`config.mk`:
```
export PLATFORM = sky130hd
export DESIGN_NAME = hsv_to_rgb_converter
export DESIGN_NICKNAME = d
export VERILOG_FILES = /design/src/hw/rtl/hsvrgb_pkg.sv /design/src/hw/rtl/hsvrgb_fx_mul.sv /design/src/hw/rtl/hsv_to_rgb_converter.sv
export VERILOG_INCLUDE_DIRS = /design/src /design/src/hw/rtl
export SDC_FILE = /design/constraint.sdc
export NUM_CORES = 2
export LEC_CHECK = 0
export ABC_CLOCK_PERIOD_IN_PS = 19200
export BUFFER_PORTS_ARGS = -buffer_cell sky130_fd_sc_hd__buf_2
export CAP_MARGIN = 20
export CELL_PAD_IN_SITES_DETAIL_PLACEMENT = 1
export CELL_PAD_IN_SITES_GLOBAL_PLACEMENT = 1
export CORE_ASPECT_RATIO = 0.75
export CORE_MARGIN = 4
export CORE_UTILIZATION = 57
export CTS_BUF_LIST = sky130_fd_sc_hd__clkbuf_4
export CTS_CLUSTER_SIZE = 10
export DETAILED_ROUTE_END_ITERATION = 10
export PLACE_DENSITY_LB_ADDON = 0.15
export SYNTH_ARGS = -nofsm -noshare
export SYNTH_HDL_FRONTEND = slang
export SYNTH_HIERARCHICAL = 1
export SYNTH_SLANG_ARGS = --single-unit
```
`constraint.sdc`:
```
create_clock -name clk -period 19.2 [get_ports clk]
set_input_delay 3.84 -clock clk [delete_from_list [all_inputs] [get_ports clk]]
set_output_delay 3.84 -clock clk [all_outputs]
set_load 0.02 [all_outputs]
```
`src/hw/rtl/hsv_to_rgb_converter_assert.svh`:
```
// ----------------------------------------------------------------------------
// HSV to RGB converter assertion macros
// Concurrent checks that compile away when SYNTHESIS is defined.
// ----------------------------------------------------------------------------
`ifndef HSV_TO_RGB_CONVERTER_ASSERT_SVH
`define HSV_TO_RGB_CONVERTER_ASSERT_SVH

`ifndef SYNTHESIS

// Property holds at every clock edge outside reset
`define HSVRGB_ASSERT(label, clk, rst_n, prop) \
    label: assert property (@(posedge clk) disable iff (!rst_n) (prop)) \
        else $error("hsv_to_rgb_converter: assertion failed");

// Condition in one cycle implies a consequence in the next
`define HSVRGB_ASSERT_NEXT(label, clk, rst_n, cond, conseq) \
    label: assert property (@(posedge clk) disable iff (!rst_n) (cond) |=> (conseq)) \
        else $error("hsv_to_rgb_converter: assertion failed");

`else

`define HSVRGB_ASSERT(label, clk, rst_n, prop)

`define HSVRGB_ASSERT_NEXT(label, clk, rst_n, cond, conseq)

`endif

`endif

```
`src/hw/rtl/hsvrgb_pkg.sv`:
```
// ----------------------------------------------------------------------------
// HSV to RGB converter package
// Fixed-point format, request payload types and sector codes.
// ----------------------------------------------------------------------------
package hsvrgb_pkg;

    // Fraction bits of the internal unsigned fixed-point format
    localparam int FRAC_BITS = 15;
    // Width of one field on the ports
    localparam int FIELD_W   = 16;
    // Internal value width, holds 0..ONE
    localparam int VAL_W     = FRAC_BITS + 1;
    // Width of hue times six
    localparam int SCALED_W  = VAL_W + 3;
    // Width used to compare a port field against ONE
    localparam int CMP_W     = (FIELD_W > VAL_W) ? FIELD_W : VAL_W;

    localparam logic [VAL_W-1:0] ONE = VAL_W'(1) << FRAC_BITS;

    // Hue sector, selects the channel permutation
    typedef enum logic [2:0] {
        SEC_RED_YELLOW   = 3'd0,
        SEC_YELLOW_GREEN = 3'd1,
        SEC_GREEN_CYAN   = 3'd2,
        SEC_CYAN_BLUE    = 3'd3,
        SEC_BLUE_MAGENTA = 3'd4,
        SEC_MAGENTA_RED  = 3'd5
    } sector_t;

    typedef struct packed {
        logic [FIELD_W-1:0] hue_in;
        logic [FIELD_W-1:0] sat_in;
        logic [FIELD_W-1:0] val_in;
        logic [FIELD_W-1:0] alpha_in;
    } hsv_req_t;

    typedef struct packed {
        logic [FIELD_W-1:0] red_out;
        logic [FIELD_W-1:0] green_out;
        logic [FIELD_W-1:0] blue_out;
        logic [FIELD_W-1:0] alpha_out;
    } rgb_req_t;

    // Saturate a port field to ONE
    function automatic logic [VAL_W-1:0] clamp_one(input logic [FIELD_W-1:0] x);
        logic [CMP_W-1:0] xe;
        xe = CMP_W'(x);
        if (xe > CMP_W'(ONE))
        begin
            return ONE;
        end
        return VAL_W'(xe);
    endfunction

endpackage

```
`src/hw/rtl/hsvrgb_fx_mul.sv`:
```
// ----------------------------------------------------------------------------
// Registered fixed-point multiplier
// Product of two unsigned values, truncated by FRAC_BITS, one register.
// ----------------------------------------------------------------------------
module hsvrgb_fx_mul (
    input  logic                          clk,
    input  logic                          en,
    input  logic [hsvrgb_pkg::VAL_W-1:0]  a,
    input  logic [hsvrgb_pkg::VAL_W-1:0]  b,
    output logic [hsvrgb_pkg::VAL_W-1:0]  product
);

    logic [2*hsvrgb_pkg::VAL_W-1:0] full;
    logic [hsvrgb_pkg::VAL_W-1:0]   product_next;
    logic [hsvrgb_pkg::VAL_W-1:0]   product_reg;

    // Full product, then drop the fraction bits (operands stay <= ONE)
    assign full         = a * b;
    assign product_next = hsvrgb_pkg::VAL_W'(full >> hsvrgb_pkg::FRAC_BITS);

    always_ff @(posedge clk)
    begin
        if (en)
        begin
            product_reg <= product_next;
        end
    end

    assign product = product_reg;

endmodule

```
`src/hw/rtl/hsv_to_rgb_converter.sv`:
```
// Throughput: one pixel per cycle while rgb_ready is high; each pipeline stage holds one request.
// Stages: clamp and sector split, three multipliers, two multipliers, permute.
// Each stage advances when the stage after it is empty or advancing.
// Reset clears only the valid bits; the datapath registers are not reset.
// ----------------------------------------------------------------------------
// HSV to RGB converter
// Four-stage pipelined HSV to RGB conversion in unsigned fixed point.
// ----------------------------------------------------------------------------
`include "hsv_to_rgb_converter_assert.svh"

module hsv_to_rgb_converter (
    input  logic                  clk,
    input  logic                  rst_n,
    input  logic                  hsv_valid,
    output logic                  hsv_ready,
    input  hsvrgb_pkg::hsv_req_t  hsv_data,
    output logic                  rgb_valid,
    input  logic                  rgb_ready,
    output hsvrgb_pkg::rgb_req_t  rgb_data
);

    localparam int VW = hsvrgb_pkg::VAL_W;
    localparam int FB = hsvrgb_pkg::FRAC_BITS;

    // ------------------------------------------------------------------
    // Pipeline control
    // ------------------------------------------------------------------
    logic v1_reg, v2_reg, v3_reg, v4_reg;
    logic v1_next, v2_next, v3_next, v4_next;
    logic adv1, adv2, adv3, adv4;

    assign adv4 = !v4_reg || rgb_ready;
    assign adv3 = !v3_reg || adv4;
    assign adv2 = !v2_reg || adv3;
    assign adv1 = !v1_reg || adv2;

    assign v1_next = adv1 ? hsv_valid : v1_reg;
    assign v2_next = adv2 ? v1_reg    : v2_reg;
    assign v3_next = adv3 ? v2_reg    : v3_reg;
    assign v4_next = adv4 ? v3_reg    : v4_reg;

    always_ff @(posedge clk or negedge rst_n)
    begin
        if (!rst_n)
        begin
            v1_reg <= 1'b0;
            v2_reg <= 1'b0;
            v3_reg <= 1'b0;
            v4_reg <= 1'b0;
        end
        else
        begin
            v1_reg <= v1_next;
            v2_reg <= v2_next;
            v3_reg <= v3_next;
            v4_reg <= v4_next;
        end
    end

    assign hsv_ready = adv1;

    // ------------------------------------------------------------------
    // Stage 1: clamp inputs, split hue*6 into sector and fraction
    // ------------------------------------------------------------------
    logic [VW-1:0]             hue_c, sat_c, val_c, alpha_c;
    logic [hsvrgb_pkg::SCALED_W-1:0] scaled;
    hsvrgb_pkg::sector_t       sector_next;
    logic [FB-1:0]             frac_next;

    logic [VW-1:0]             s1_sat_reg, s1_val_reg, s1_alpha_reg;
    logic [VW-1:0]             s1_frac_reg, s1_frac_c_reg, s1_sat_c_reg;
    hsvrgb_pkg::sector_t       s1_sector_reg;
    logic                      s1_gray_reg;

    assign hue_c   = hsvrgb_pkg::clamp_one(hsv_data.hue_in);
    assign sat_c   = hsvrgb_pkg::clamp_one(hsv_data.sat_in);
    assign val_c   = hsvrgb_pkg::clamp_one(hsv_data.val_in);
    assign alpha_c = hsvrgb_pkg::clamp_one(hsv_data.alpha_in);

    // hue * 6 as two shifted adds
    assign scaled = (hsvrgb_pkg::SCALED_W'(hue_c) << 2) + (hsvrgb_pkg::SCALED_W'(hue_c) << 1);

    // Full-circle hue wraps to sector 0 with no fraction
    always_comb
    begin
        if (hue_c == hsvrgb_pkg::ONE)
        begin
            sector_next = hsvrgb_pkg::SEC_RED_YELLOW;
            frac_next   = '0;
        end
        else
        begin
            sector_next = hsvrgb_pkg::sector_t'(scaled[FB+2:FB]);
            frac_next   = scaled[FB-1:0];
        end
    end

    always_ff @(posedge clk)
    begin
        if (adv1)
        begin
            s1_sat_reg    <= sat_c;
            s1_val_reg    <= val_c;
            s1_alpha_reg  <= alpha_c;
            s1_frac_reg   <= VW'(frac_next);
            s1_frac_c_reg <= hsvrgb_pkg::ONE - VW'(frac_next);
            s1_sat_c_reg  <= hsvrgb_pkg::ONE - sat_c;
            s1_sector_reg <= sector_next;
            s1_gray_reg   <= (sat_c == '0);
        end
    end

    // ------------------------------------------------------------------
    // Stage 2: s*f, s*(1-f), p = v*(1-s)
    // ------------------------------------------------------------------
    logic [VW-1:0]       s2_sf, s2_sfc, s2_p;
    logic [VW-1:0]       s2_val_reg, s2_alpha_reg;
    hsvrgb_pkg::sector_t s2_sector_reg;
    logic                s2_gray_reg;

    hsvrgb_fx_mul u_mul_sf (
        .clk     (clk),
        .en      (adv2),
        .a       (s1_sat_reg),
        .b       (s1_frac_reg),
        .product (s2_sf)
    );

    hsvrgb_fx_mul u_mul_sfc (
        .clk     (clk),
        .en      (adv2),
        .a       (s1_sat_reg),
        .b       (s1_frac_c_reg),
        .product (s2_sfc)
    );

    hsvrgb_fx_mul u_mul_p (
        .clk     (clk),
        .en      (adv2),
        .a       (s1_val_reg),
        .b       (s1_sat_c_reg),
        .product (s2_p)
    );

    always_ff @(posedge clk)
    begin
        if (adv2)
        begin
            s2_val_reg    <= s1_val_reg;
            s2_alpha_reg  <= s1_alpha_reg;
            s2_sector_reg <= s1_sector_reg;
            s2_gray_reg   <= s1_gray_reg;
        end
    end

    // ------------------------------------------------------------------
    // Stage 3: q = v*(1 - s*f), t = v*(1 - s*(1-f))
    // ------------------------------------------------------------------
    logic [VW-1:0]       s3_q, s3_t;
    logic [VW-1:0]       s3_p_reg, s3_val_reg, s3_alpha_reg;
    hsvrgb_pkg::sector_t s3_sector_reg;
    logic                s3_gray_reg;

    hsvrgb_fx_mul u_mul_q (
        .clk     (clk),
        .en      (adv3),
        .a       (s2_val_reg),
        .b       (hsvrgb_pkg::ONE - s2_sf),
        .product (s3_q)
    );

    hsvrgb_fx_mul u_mul_t (
        .clk     (clk),
        .en      (adv3),
        .a       (s2_val_reg),
        .b       (hsvrgb_pkg::ONE - s2_sfc),
        .product (s3_t)
    );

    always_ff @(posedge clk)
    begin
        if (adv3)
        begin
            s3_p_reg      <= s2_p;
            s3_val_reg    <= s2_val_reg;
            s3_alpha_reg  <= s2_alpha_reg;
            s3_sector_reg <= s2_sector_reg;
            s3_gray_reg   <= s2_gray_reg;
        end
    end

    // ------------------------------------------------------------------
    // Stage 4: sector permutation into the output register
    // ------------------------------------------------------------------
    logic [VW-1:0]        red_c, green_c, blue_c;
    hsvrgb_pkg::rgb_req_t rgb_next;
    hsvrgb_pkg::rgb_req_t rgb_reg;

    always_comb
    begin
        red_c   = s3_val_reg;
        green_c = s3_val_reg;
        blue_c  = s3_val_reg;
        if (!s3_gray_reg)
        begin
            case (s3_sector_reg)
                hsvrgb_pkg::SEC_RED_YELLOW:
                begin
                    red_c = s3_val_reg; green_c = s3_t;       blue_c = s3_p_reg;
                end
                hsvrgb_pkg::SEC_YELLOW_GREEN:
                begin
                    red_c = s3_q;       green_c = s3_val_reg; blue_c = s3_p_reg;
                end
                hsvrgb_pkg::SEC_GREEN_CYAN:
                begin
                    red_c = s3_p_reg;   green_c = s3_val_reg; blue_c = s3_t;
                end
                hsvrgb_pkg::SEC_CYAN_BLUE:
                begin
                    red_c = s3_p_reg;   green_c = s3_q;       blue_c = s3_val_reg;
                end
                hsvrgb_pkg::SEC_BLUE_MAGENTA:
                begin
                    red_c = s3_t;       green_c = s3_p_reg;   blue_c = s3_val_reg;
                end
                default:
                begin
                    red_c = s3_val_reg; green_c = s3_p_reg;   blue_c = s3_q;
                end
            endcase
        end
    end

    assign rgb_next.red_out   = hsvrgb_pkg::FIELD_W'(red_c);
    assign rgb_next.green_out = hsvrgb_pkg::FIELD_W'(green_c);
    assign rgb_next.blue_out  = hsvrgb_pkg::FIELD_W'(blue_c);
    assign rgb_next.alpha_out = hsvrgb_pkg::FIELD_W'(s3_alpha_reg);

    always_ff @(posedge clk)
    begin
        if (adv4)
        begin
            rgb_reg <= rgb_next;
        end
    end

    assign rgb_valid = v4_reg;
    assign rgb_data  = rgb_reg;

    // ------------------------------------------------------------------
    // Assertions
    // ------------------------------------------------------------------
    // An accepted request always lands in stage 1
    `HSVRGB_ASSERT_NEXT(a_accept_lands, clk, rst_n, hsv_valid && hsv_ready, v1_reg)
    // Sector never exceeds the last permutation
    `HSVRGB_ASSERT(a_sector_range, clk, rst_n, !v1_reg || (s1_sector_reg <= hsvrgb_pkg::SEC_MAGENTA_RED))
    // p never exceeds the value it scales
    `HSVRGB_ASSERT(a_p_below_val, clk, rst_n, !v2_reg || (s2_p <= s2_val_reg))
    // A stalled stage 3 request is not dropped
    `HSVRGB_ASSERT_NEXT(a_stage3_held, clk, rst_n, v3_reg && !adv4, v3_reg)

endmodule
```
==> metrics.txt <==
clock skew=0.0891 ns; EDFF count, synth=327; Synth Area in Adders=46.5%; Crit Reg-Reg Endpoint=u_mul_q/product[15]$_DFFE_PP_; post-synthesis mux area share=1.30%; Core Area=95500 sq um; row count=98; Pre-antenna DRT Iters=5; arrival time at the worst endpoint=6.08 ns; FF+latch area=9920 sq um; largest family of logic cells by synthesized area=adder cells; syn avg cell area=9.63 sq um; most frequent cells in the layout=1235 x inv_1, 961 x fa_1, 758 x nand2_1; outcome=finished, final reports clean; max reg flops=64; Setup TNS=0 ns; number of post-CTS setup repair buffers=0; CP Data Required Time=15.36 ns; vias in the first global route=47400; Routed WL=167000 um; RSZ-0062 raised after global routing=false; Initial Utilization=57.6%; WHS Endpoint=s3_alpha_reg[7]$_DFFE_PP_; drt wl/cell=23.4 um; min cycle time layout=9.92 ns; PortBufs=133; final cell count without fillers=7133; routed vias=41400; Final Hold Vio Count=0; synthesis-stage register bit count=331; Via density=5.81; hold path startpoint=s2_alpha_reg[7]$_DFFE_PP_; Crit Path Class=input port to output pin; antenna violations before repair=6; Root Buffer=clkbuf_4; Syn-to-layout area delta=5.93%; first-pass GRT wire length=264000 um; PostCTS Resize Cnt=0; Clock Tree Buf Depth=3; total area of multi-input combinational cells=39900 sq um; Synth Cell Area=55100 sq um; Slew @ Worst Pin=1.10 ns; layout cells sized above 1=6.96%; hold buffer count at cts=0; cells after synthesis=5719; CTS Buf Count=88; Die Span Y=277 um; hold path cells=0; hpwl dp=125000 um; Crit. End Element=output pin; reg2reg path depth=23; sequential share of the synthesized area=18.0%; Async SR Flop Fraction=1.21%; Compound-Gate Fraction of Synth Area=5.44%; Final Cycle Share=51.7%; Yosys warning count=6; CP Max Fanout=20; final setup fails=0; area share of and/or/nand/nor cells after synthesis=16.5%; Total GRT Usage=33.3%; total grt overflow=0; Clock Latency Late Sink=1.01 ns; GPL Wtd Cong=0.865; Routed Antenna Nets=0; clock sinks=331; Final Max Tran Viols=0; worst reg2reg setup slack=11.40 ns; Synth cell types=96; Worst-path clk slew=0.07 ns; Placed Instances=6970; DRC viols=0; ys flop type=edfxtp_1; CTS tree=yes; chip width=367 um; Critical Path Start Type=input port; worst hold slack=0.378 ns; FILL cells=10900; io pins=134; CTS HTree Levels=3; Fmax=101 MHz; die area=102000 sq um; largest net degree at the start of global routing=72; Max-Cap Viols=0; commonest non-fill, non-tap cell in the layout=inv_1; Hold WC Path Type=register to register; XOR/XNOR Fraction of Synth Area=2.29%; FF-to-FF Start=u_mul_sf/product[3]$_DFFE_PP_; # nets final=7354; max_slew headroom=25.9%; starting DRC count in detailed routing=3051
## Yosys cell counts, types with 8 or more instances
| master | number | area, sq um |
|---|---|---|
| o21ai_0 | 62 | 310 |
| o211ai_1 | 10 | 75.1 |
| a31oi_1 | 23 | 144 |
| and3_1 | 15 | 93.8 |
| ha_1 | 509 | 6370 |
| clkbuf_1 | 201 | 754 |
| nand2b_1 | 16 | 100 |
| nand3_1 | 38 | 190 |
| nand2_1 | 759 | 2850 |
| inv_1 | 1236 | 4640 |
| xnor2_1 | 102 | 893 |
| nor4_1 | 20 | 125 |
| o21bai_1 | 10 | 75.1 |
| or3_1 | 13 | 81.3 |
| a221oi_1 | 8 | 70.1 |
| and2_1 | 627 | 3920 |
| nand4_1 | 26 | 163 |
| or2_2 | 8 | 50.1 |
| o21a_1 | 10 | 75.1 |
| a22oi_1 | 23 | 173 |
| o22a_1 | 32 | 280 |
| a21o_1 | 35 | 263 |
| o21ai_1 | 9 | 45.0 |
| nor2b_1 | 49 | 307 |
| a211oi_1 | 11 | 82.6 |
| xor2_1 | 42 | 368 |
| mux2i_1 | 69 | 691 |
| a21oi_1 | 142 | 711 |
| nor3_1 | 53 | 265 |
| nor2_1 | 137 | 514 |
| fa_1 | 961 | 19200 |
| edfxtp_1 | 327 | 9820 |
## worst max-delay path: stages
cell and delay [ns]:
buf_2 0.10, nor2b_1 0.49, nand4_1 0.85, buf_4 0.57, buf_2 0.22
## worst max-delay path by stage
stage	startpoint	endpoint	slack (ns)
2_1_floorplan	rgb_ready	hsv_ready	8.48
3_3_place_gp	rgb_ready	hsv_ready	9.44
3_5_place_dp	rgb_ready	hsv_ready	9.29
4_1_cts	rgb_ready	hsv_ready	9.30
5_1_grt	rgb_ready	hsv_ready	9.06
6_report	rgb_ready	hsv_ready	9.28
## through the flow
step	area (sq um)	utilization [%]	worst slack, ns
3_3_place_gp	57100	59.8	9.44
2_1_floorplan	55100	-	8.48
5_1_grt	58300	61.1	9.06
4_1_cts	58200	61.0	9.30
3_5_place_dp	57100	59.8	9.29
6_report	58300	61.1	9.28
## cell families after synthesis
family	after synthesis
mux	71
fa+ha+maj	1470
simple gates	1809
buf+inv	1450
flops	331
other cells	1
compound gates	443
xor+xnor	144
## layout make-up
class | count | area share [%]
inverters | 1237 | 7.96
diodes | 8 | 0.0343
repair buffers | 202 | 2.07
multi-input cells | 3956 | 68.3
well taps | 1250 | 2.68
clock inverters | 31 | 0.386
clock buffers | 118 | 1.52
flip-flops and latches | 331 | 17.0
## routing by layer
layer	vias to the layer above	share of wire [%]	GRT usage [%]
met2	1747	48	54.9
met5	-	0.049	0
met4	2	3.0	10.9
met1	21400	41	44.4
li1	17900	-	-
met3	360	8.0	6.98
Power is left out: the tool's default activity adds up to more than one toggle a clock period on the data nets, which glitch-free logic cannot reach.
